--- config.mk ---
export PLATFORM = sky130hd
export DESIGN_NAME = ofb_ctrl
export DESIGN_NICKNAME = d
export VERILOG_FILES = /design/src/ofb_pkg.sv /design/src/ofb_ctrl.sv
export SDC_FILE = /design/constraint.sdc
export NUM_CORES = 1
export LEC_CHECK = 0
export CORE_MARGIN = 2
export CORE_UTILIZATION = 37
export CTS_CLUSTER_DIAMETER = 150
export DETAILED_ROUTE_END_ITERATION = 8
export DONT_BUFFER_PORTS = 1
export SLEW_MARGIN = 10
export SYNTH_ARGS = -nofsm -noshare
export SYNTH_HDL_FRONTEND = slang
export SYNTH_SLANG_ARGS = --single-unit
--- constraint.sdc ---
create_clock -name i_clk -period 4.34 [get_ports i_clk]
set_input_delay 0.868 -clock i_clk [delete_from_list [all_inputs] [get_ports i_clk]]
set_output_delay 0.868 -clock i_clk [all_outputs]
set_load 0.005 [all_outputs]
--- src/ofb_pkg.sv ---
// ----------------------------------------------------------------------------
// ofb_pkg
// Shared types, constants and helpers for the overlapped window frame buffer.
// ----------------------------------------------------------------------------
`default_nettype none

package ofb_pkg;

    localparam int RING_DEPTH    = 1024;
    localparam int SAMPLE_W      = 16;
    localparam int COEF_W        = 16;
    localparam int IDX_W         = $clog2(RING_DEPTH);
    localparam int CNT_W         = 11;
    localparam int LEN_W         = 11;
    localparam int FRAME_LEN_MAX = 1024;
    localparam int POS_W         = $clog2(FRAME_LEN_MAX);
    localparam int HOP_SHIFT     = 2;

    localparam logic CMD_WRITE = 1'b0;
    localparam logic CMD_READ  = 1'b1;

    typedef struct packed {
        logic                       cmd;
        logic signed [SAMPLE_W-1:0] left_in;
        logic signed [SAMPLE_W-1:0] right_in;
        logic [COEF_W-1:0]          window_coef;
    } t_in_word;

    typedef struct packed {
        logic signed [SAMPLE_W-1:0] left_out;
        logic signed [SAMPLE_W-1:0] right_out;
        logic [CNT_W-1:0]           fill_level;
        logic                       frame_last;
        logic                       overrun;
        logic                       underrun;
    } t_out_word;

    typedef struct packed {
        logic             is_read;
        logic [COEF_W-1:0] coef;
        logic [CNT_W-1:0] fill_level;
        logic             frame_last;
        logic             overrun;
        logic             underrun;
    } t_meta;

    typedef struct packed {
        logic             we;
        logic             re;
        logic [IDX_W-1:0] addr;
    } t_ram_req;

    function automatic logic [IDX_W-1:0] next_idx(input logic [IDX_W-1:0] idx);
        logic [IDX_W-1:0] res;
        if (idx == IDX_W'(RING_DEPTH - 1)) begin
            res = '0;
        end else begin
            res = idx + IDX_W'(1);
        end
        return res;
    endfunction

endpackage

`default_nettype wire

--- src/ofb_ctrl.sv ---
// ----------------------------------------------------------------------------
// ofb_ctrl
// Ring indices, frame position, fill count and frame length register.
// ----------------------------------------------------------------------------
`default_nettype none

module ofb_ctrl
    import ofb_pkg::*;
(
    input  wire logic             i_clk,
    input  wire logic             i_rst_n,
    input  wire logic             i_cfg_we,
    input  wire logic [LEN_W-1:0] i_cfg_wdata,
    input  wire logic             i_accept,
    input  wire t_in_word         i_word,
    output t_ram_req              o_ram,
    output t_meta                 o_meta
);

    logic [LEN_W-1:0] r_frame_len;
    logic [IDX_W-1:0] r_wr_idx, n_wr_idx;
    logic [IDX_W-1:0] r_rd_idx, n_rd_idx;
    logic [IDX_W-1:0] r_resume, n_resume;
    logic [POS_W-1:0] r_pos, n_pos;
    logic [CNT_W-1:0] r_count, n_count;

    logic [LEN_W-1:0] len_eff;
    logic [LEN_W-1:0] hop;
    logic [LEN_W-1:0] pos_inc;
    logic             last;
    logic             full;

    always_comb begin
        if (r_frame_len == '0) begin
            len_eff = LEN_W'(1);
        end else if (r_frame_len > LEN_W'(FRAME_LEN_MAX)) begin
            len_eff = LEN_W'(FRAME_LEN_MAX);
        end else begin
            len_eff = r_frame_len;
        end
    end

    assign hop     = len_eff >> HOP_SHIFT;
    assign pos_inc = LEN_W'(r_pos) + LEN_W'(1);
    assign last    = (pos_inc >= len_eff);
    assign full    = (r_count >= CNT_W'(RING_DEPTH));

    always_comb begin
        n_wr_idx = r_wr_idx;
        n_rd_idx = r_rd_idx;
        n_resume = r_resume;
        n_pos    = r_pos;
        n_count  = r_count;

        o_meta.is_read    = (i_word.cmd == CMD_READ);
        o_meta.coef       = i_word.window_coef;
        o_meta.frame_last = 1'b0;
        o_meta.overrun    = 1'b0;
        o_meta.underrun   = 1'b0;

        o_ram.we   = 1'b0;
        o_ram.re   = 1'b0;
        o_ram.addr = r_wr_idx;

        if (i_word.cmd == CMD_WRITE) begin
            o_ram.we = i_accept;
            n_wr_idx = next_idx(r_wr_idx);
            if (full) begin
                o_meta.overrun = 1'b1;
                n_count        = CNT_W'(RING_DEPTH);
            end else begin
                n_count = r_count + CNT_W'(1);
            end
        end else begin
            o_ram.re   = i_accept;
            o_ram.addr = r_rd_idx;
            o_meta.underrun = (r_pos == '0) && (r_count < len_eff);
            if (LEN_W'(r_pos) == hop) begin
                n_resume = r_rd_idx;
            end
            n_rd_idx = next_idx(r_rd_idx);
            if (last) begin
                o_meta.frame_last = 1'b1;
                n_rd_idx = n_resume;
                n_count  = (r_count > hop) ? (r_count - hop) : '0;
                n_pos    = '0;
            end else begin
                n_pos = r_pos + POS_W'(1);
            end
        end

        o_meta.fill_level = n_count;
    end

    always_ff @(posedge i_clk) begin
        if (!i_rst_n) begin
            r_frame_len <= LEN_W'(FRAME_LEN_MAX);
            r_wr_idx    <= '0;
            r_rd_idx    <= '0;
            r_resume    <= '0;
            r_pos       <= '0;
            r_count     <= '0;
        end else begin
            if (i_cfg_we) begin
                r_frame_len <= i_cfg_wdata;
            end
            if (i_accept) begin
                r_wr_idx <= n_wr_idx;
                r_rd_idx <= n_rd_idx;
                r_resume <= n_resume;
                r_pos    <= n_pos;
                r_count  <= n_count;
            end
        end
    end

endmodule

`default_nettype wire

==> impl_metrics.tcl, run 1 <==
set metrics [dict create \
    areaGrowthSynthToFinish_pct 7.86 \
    core_sq_mm 0.0131 \
    place_hpwl_mm 9.56 \
    start_kind "register" \
    clock_path_buffers 2 \
    internal_power_w 0.00107 \
    worst-endpoint-required_ns 3.47 \
    firstDrtPassIters 5 \
    antenna_found_initial 0 \
    drt-total-wl_mm 13.2 \
    grt_max_degree 64 \
    diodes 0 \
    via_per_inst 5.78 \
    vias 4493 \
    fin_hold_ws_ns 0.482 \
    crit_path_end_kind "primary output" \
    track_usage_pct 19.3 \
    p_sw_w 0.000413 \
    power_w 0.00148 \
    ios 107 \
    fin_crit_sh_pct 96.8 \
    design_area_sq_mm 0.00531 \
    gr-total-overflow 0 \
    pwr-share-comb_pct 14.3 \
    clk_pin_slew_ns 0.05 \
    arrival_ns 3.33 \
    grt_pass1_vias 4426 \
    drtIter0Drc 397 \
    syn_area_sq_mm 0.00492 \
    total_leakage_power_nw 2.04 \
    seq_area_sq_mm 0.00125 \
    seqPwrFrac_pct 40.6 \
    relSlewSlack_pct 45.0 \
    cts_tree "yes" \
    final-setup-viol-count 0 \
    power.density_mw_per_mm2 279 \
    syn_avg_cell_area_sq_um 7.91 \
    final_core_util_pct 40.4 \
    place_area_sq_mm 0.00497 \
    die_area_sq_mm 0.0142 \
    grt_pass1_wl_mm 22.3 \
    final_cells 777 \
    cp_max_fo 8 \
    pwr-share-clk_pct 45.1 \
    clk_latency_ns 0.34 \
    fill_cells 1368 \
    start_util_pct 37.5 \
    num_rows 42 \
    wl_per_cell_um 17.0 \
    place_inst 759 \
    syn_inst 622 \
    synth.ff_latch_count 62 \
    drcViolationCount 0 \
    ys_seq_area_share_pct 25.2 \
    cts.sinks 62 \
    multi_input_area_sq_mm 0.00336 \
    root_buffer "clkbuf_16" \
    dieWidth_um 119 \
    layout_min_cycle_time_ns 4.20 \
    nets 697 \
    syn-num-nets 723 \
    fin_worst_skew_ns 0.00670 \
    cts_buffers 9 \
    maxCapViolCount 0 \
    peakVddDrop_mv 0.209 \
    slew_viol_final 0 \
    antenna_left 0 \
    timing.fmax_ghz 0.238 \
    tightest_slew_ns 0.822 \
    finalHoldViolCount 0 \
    synth-edff-count 0 \
    gp_congestion 0.905 \
    synth-main-ff-cell "dfxtp_1" \
    h-tree-depth 3 \
    port_buffers 0 \
    hp-class "reg -> reg" \
    die_y_um 119 \
    yosysUniqueCellTypes 67 \
    synthArstFlopShare_pct 0 \
    status "finished, final reports clean" \
    ys.warnings.count 0 \
    switching_share_pct 27.8 \
    drive_gt1_share_pct 10.6 \
    crit_type "reg -> out" \
]
-- worst max-delay path, stage by stage, from the launching register on --
cell,delay [ns]
dfxtp_2,0.40
ha_1,0.19
and3_1,0.21
nand3_2,0.16
nor2_2,0.17
xor2_1,0.09
ha_2,0.19
a2111oi_2,0.35
o221ai_1,0.20
a21oi_2,0.20
or3_4,0.18
nor3_4,0.07
a222oi_1,0.46
inv_1,0.12
-- logic make-up after synthesis --
family | count (synthesis) | synth area share (%)
fa+ha+maj | 37 | 9.56
buf+inv | 74 | 7.20
xor+xnor | 26 | 4.63
flops | 62 | 25.2
compound gates | 155 | 21.8
mux | 31 | 6.59
simple gates | 237 | 25.0
-- metal layers --
metal	share of wire (%)	GRT usage (%)	vias to the layer above
met5	0	0	-
met4	1.7	6.69	0
met3	7.2	5.03	19
met2	46	30.2	140
met1	45	25.7	2146
li1	-	-	2188
-- state kept, by name, summed over array words and instances (netlist names) --
register	count
r_rd_idx	10
r_pos	10
r_resume	10
r_count	11
r_frame_len	11
r_wr_idx	10
-- power groups by stage --
stage	clock, W	combinational, W	sequential [W]
2_1_floorplan	0	0.000182	0.000606
3_3_place_gp	0	0.000200	0.000613
3_5_place_dp	0	0.000204	0.000614
4_1_cts	0.000680	0.000207	0.000602
5_1_grt	0.000712	0.000231	0.000605
6_report	0.000668	0.000212	0.000602
-- worst paths after layout --
| kind | from | to | slack, ns | cells past startpoint |
|---|---|---|---|---|
| setup / recovery | r_pos[0] | o_meta[4] | 0.14 | 13 |
| hold / removal | r_resume[5] | r_resume[5] | 0.48 | 2 |
| setup reg to reg | r_pos[0] | r_pos[2] | 1.08 | 14 |
| hold reg to reg | r_resume[5] | r_resume[5] | 0.48 | 2 |
-- synthesized netlist by cell type, types with 5 or more instances --
master	number	area share (%)
nand2_1	68	5.2
dfxtp_1	62	25
nor2_1	45	3.4
ha_1	36	9.2
o21ai_0	33	3.4
clkbuf_1	29	2.2
nand3_1	29	2.9
a21oi_1	23	2.3
nor2b_1	23	2.9
inv_1	20	1.5
mux2i_1	20	4.1
a21boi_0	19	2.9
buf_4	17	2.6
xnor2_1	14	2.5
xor2_1	12	2.1
mux2_2	11	2.5
and3_1	9	1.1
nand2b_1	8	1.0
nand4_1	8	1.0
a21o_1	7	1.1
and2_1	7	0.89
nor3_1	7	0.71
o211ai_1	7	1.1
o21a_1	7	1.1
o221ai_1	6	1.1
a22o_1	5	0.89
a31oi_1	5	0.64
nor4_1	5	0.64
or3_1	5	0.64
-- what timing repair did --
action                                  4_1_cts  5_1_grt
pin swaps                                     1        2
endpoints found under the setup margin       10        8
endpoints found under the hold margin         0        0
buffers inserted                              0        2
resized for setup                             7        9
hold buffers                                  0        0
-- layout by cell type, fill, tap and decap left out, types with 5 or more instances in the layout --
| master | synthesis | final |
|---|---|---|
| dfxtp_1 | 62 | 58 |
| o211ai_1 | 7 | 7 |
| nand2_1 | 68 | 68 |
| nor2_1 | 45 | 44 |
| and3_1 | 9 | 9 |
| a21oi_1 | 23 | 22 |
| nor3_1 | 7 | 7 |
| mux2i_1 | 20 | 20 |
| clkbuf_16 | 0 | 9 |
| xor2_1 | 12 | 12 |
| xnor2_1 | 14 | 14 |
| o21ai_0 | 33 | 33 |
| nand4_1 | 8 | 8 |
| inv_1 | 20 | 20 |
| o221ai_1 | 6 | 6 |
| and2_1 | 7 | 7 |
| nor2b_1 | 23 | 23 |
| nand3_1 | 29 | 28 |
| nor4_1 | 5 | 5 |
| ha_1 | 36 | 35 |
| mux2_2 | 11 | 11 |
| nand2b_1 | 8 | 8 |
| buf_4 | 17 | 15 |
| a21o_1 | 7 | 7 |
| a31oi_1 | 5 | 5 |
| a22o_1 | 5 | 5 |
| a21boi_0 | 19 | 19 |
| o21a_1 | 7 | 7 |
-- cell type report --
| class | instances | share of cell area, % |
|---|---|---|
| Multi-Input combinational cell | 486 | 63.4 |
| Sequential cell | 62 | 23.5 |
| Clock buffer | 11 | 4.57 |
| Tap cell | 176 | 4.15 |
| Timing Repair Buffer | 15 | 2.12 |
| Inverter | 22 | 1.60 |
| Clock inverter | 5 | 0.636 |
-- stage by stage --
step	setup WS, ns	setup TNS, ns
2_1_floorplan	0.361	0
3_3_place_gp	0.212	0
3_5_place_dp	0.184	0
4_1_cts	0.0271	0
5_1_grt	-0.0158	-0.0285
6_report	0.140	0
(Power assumes the default switching activity.)
==> inputs of run 2 (changes only) <==
--- a/config.mk
+++ b/config.mk
@@ -5,11 +5,14 @@
 export SDC_FILE = /design/constraint.sdc
 export NUM_CORES = 1
 export LEC_CHECK = 0
+export CELL_PAD_IN_SITES_DETAIL_PLACEMENT = 1
+export CELL_PAD_IN_SITES_GLOBAL_PLACEMENT = 1
 export CORE_MARGIN = 2
 export CORE_UTILIZATION = 37
 export CTS_CLUSTER_DIAMETER = 150
 export DETAILED_ROUTE_END_ITERATION = 8
 export DONT_BUFFER_PORTS = 1
+export PLACE_DENSITY_LB_ADDON = 0.1
 export SLEW_MARGIN = 10
 export SYNTH_ARGS = -nofsm -noshare
 export SYNTH_HDL_FRONTEND = slang
==> run 2 against run 1 <==
  * Die area is the same
  * Clock skew shrank 0.0032 ns
  * Worst setup slack gained 0.085 ns
  * Sequential power is essentially flat
  * Combinational power grew 5%
  * Count of clock-buffer cells in the layout grew 2
  * Cell count grew 0.51%
  * Critical endpoint is now o_meta[13]
==> impl_metrics.tcl, run 2 (synthesized netlist as in run 1, its figures left out) <==
set metrics [dict create \
    crit_path_end_kind "primary output" \
    start_util_pct 37.5 \
    dieWidth_um 119 \
    final_cell_mix "nand2_1 (67), dfxtp_1 (59), nor2_1 (44), ha_1 (35), o21ai_0 (33)" \
    worst-path-stages 12 \
    ios 107 \
    grt_pass1_wl_mm 24.9 \
    hold_buffers 0 \
    port_buffers 0 \
    path_buf_inv 3 \
    layout_min_cycle_time_ns 4.12 \
    cts_buffers 9 \
    drt-total-wl_mm 15.4 \
    areaGrowthSynthToFinish_pct 9.64 \
    fin_worst_skew_ns 0.00354 \
    place_hpwl_mm 11.3 \
    hold_path_startpoint "r_resume[0]" \
    start_kind "register" \
    status "finished, final reports clean" \
    core_sq_mm 0.0131 \
    die_y_um 119 \
    track_usage_pct 22.4 \
    crit_type "reg -> out" \
    cp-endpoint "o_meta[13]" \
    cts_setup_buffers 0 \
    slowest_delay_ns 0.42 \
    die_area_sq_mm 0.0142 \
    timing.rr.start "r_pos[1]" \
    fin_setup_tns_ns 0 \
    h-tree-depth 3 \
    via_per_inst 5.78 \
    final_cells 781 \
    fin_crit_sh_pct 94.8 \
    antenna_left 0 \
    firstDrtPassIters 5 \
    slew_viol_final 0 \
    r2r-end "r_rd_idx[9]" \
    place_inst 765 \
    r2r_setup_slack_ns 1.08 \
    num_rows 42 \
    critPathTopFamily "compound AO/OA/AOI/OAI gates" \
    clk_pin_slew_ns 0.05 \
    reg2reg_depth 13 \
    hp-class "reg -> reg" \
    drive_gt1_share_pct 11.7 \
    final_common_cell "nand2_1" \
    gr-total-overflow 0 \
    grt_pass1_vias 4634 \
    worst-endpoint-required_ns 3.47 \
    root_buffer "clkbuf_16" \
    power.density_mw_per_mm2 293 \
    gp_congestion 0.846 \
    antenna_found_initial 0 \
    drcViolationCount 0 \
    fill_cells 1613 \
    rsz0062_at_grt "no" \
    final-setup-viol-count 0 \
    worst_path_max_delay_cell "or3_1" \
    place_ws_ns 0.297 \
    total_leakage_power_nw 2.07 \
    setup_ws_ns 0.225 \
    arrival_ns 3.25 \
    grt_max_degree 64 \
    cp_max_fo 6 \
    vias 4518 \
    relSlewSlack_pct 42.9 \
    cts_tree "yes" \
    nets 701 \
    cp-startpoint "r_frame_len[10]" \
    clock_path_buffers 2 \
    largestRegisters "r_count: 11 flops, r_frame_len: 11 flops" \
    diodes 0 \
    peakVddDrop_mv 0.191 \
    cts.sinks 62 \
    clk_latency_ns 0.34 \
    timing.fmax_ghz 0.243 \
    tightest_slew_ns 0.853 \
    drtIter0Drc 160 \
    finalHoldViolCount 0 \
    maxCapViolCount 0 \
    crit_chain "inv_2, nand2_2, inv_1, ha_1, inv_1, fa_2, a211oi_2, o21bai_1, o41a_1, and2_1, o41a_1, or3_1" \
    wl_per_cell_um 19.7 \
]
run 2: worst min-delay path: stages, from the launching register on:
cell and delay (ns):
dfxtp_1 0.30, o21ai_0 0.06, a21boi_0 0.07
run 2: how the worst min path moves through the flow:
stage,cells past startpoint,end
2_1_floorplan,2,r_resume[1]
3_3_place_gp,2,r_resume[9]
3_5_place_dp,2,r_resume[0]
4_1_cts,2,r_resume[0]
5_1_grt,2,r_resume[5]
6_report,2,r_resume[0]
run 2: per-stage QoR:
stage	instance area (sq um)	util, %	total power [W]	hold slack, ns
after global placement	5010	38.2	0.000823	0.466
after CTS	5330	40.6	0.00159	0.487
final	5400	41.1	0.00158	0.485
after floorplan	4920	-	0.000788	0.457
after global routing	5400	41.1	0.00165	0.516
after detailed placement	5010	38.2	0.000829	0.478
run 2: what timing repair did:
| action | CTS | global route |
|---|---|---|
| setup endpoints to repair | 7 | 10 |
| gates resized for setup | 4 | 16 |
| pin swaps | 1 | 1 |
run 2: layout make-up:
type	count	area (sq um)	share of cell area, %
clock inverters	3	42.5	0.788
clock buffers	13	260	4.82
well taps	176	220	4.08
inverters	22	82.6	1.53
multi-input cells	486	3400	63.1
repair buffers	19	143	2.64
flip-flops and latches	62	1240	23.1
run 2: routing by layer:
layer	vias up	track usage [%]	part of all wire [%]	wire length (um)
li1	2196	-	-	-
met1	2208	29.0	46	7090
met2	95	37.0	47	7290
met3	19	4.84	4.8	740
met4	0	7.28	1.5	233
met5	-	0	0	0
run 2: power by group:
part / total [W] / switching, W / leakage, nW / internal (W)
clock network: 0.000756 / 0.000280 / 0.146 / 0.000475
logic: 0.000223 / 0.000133 / 1.42 / 0.0000894
registers: 0.000601 / 0.0000193 / 0.504 / 0.000582
total: 0.00158 / 0.000433 / 2.07 / 0.00115
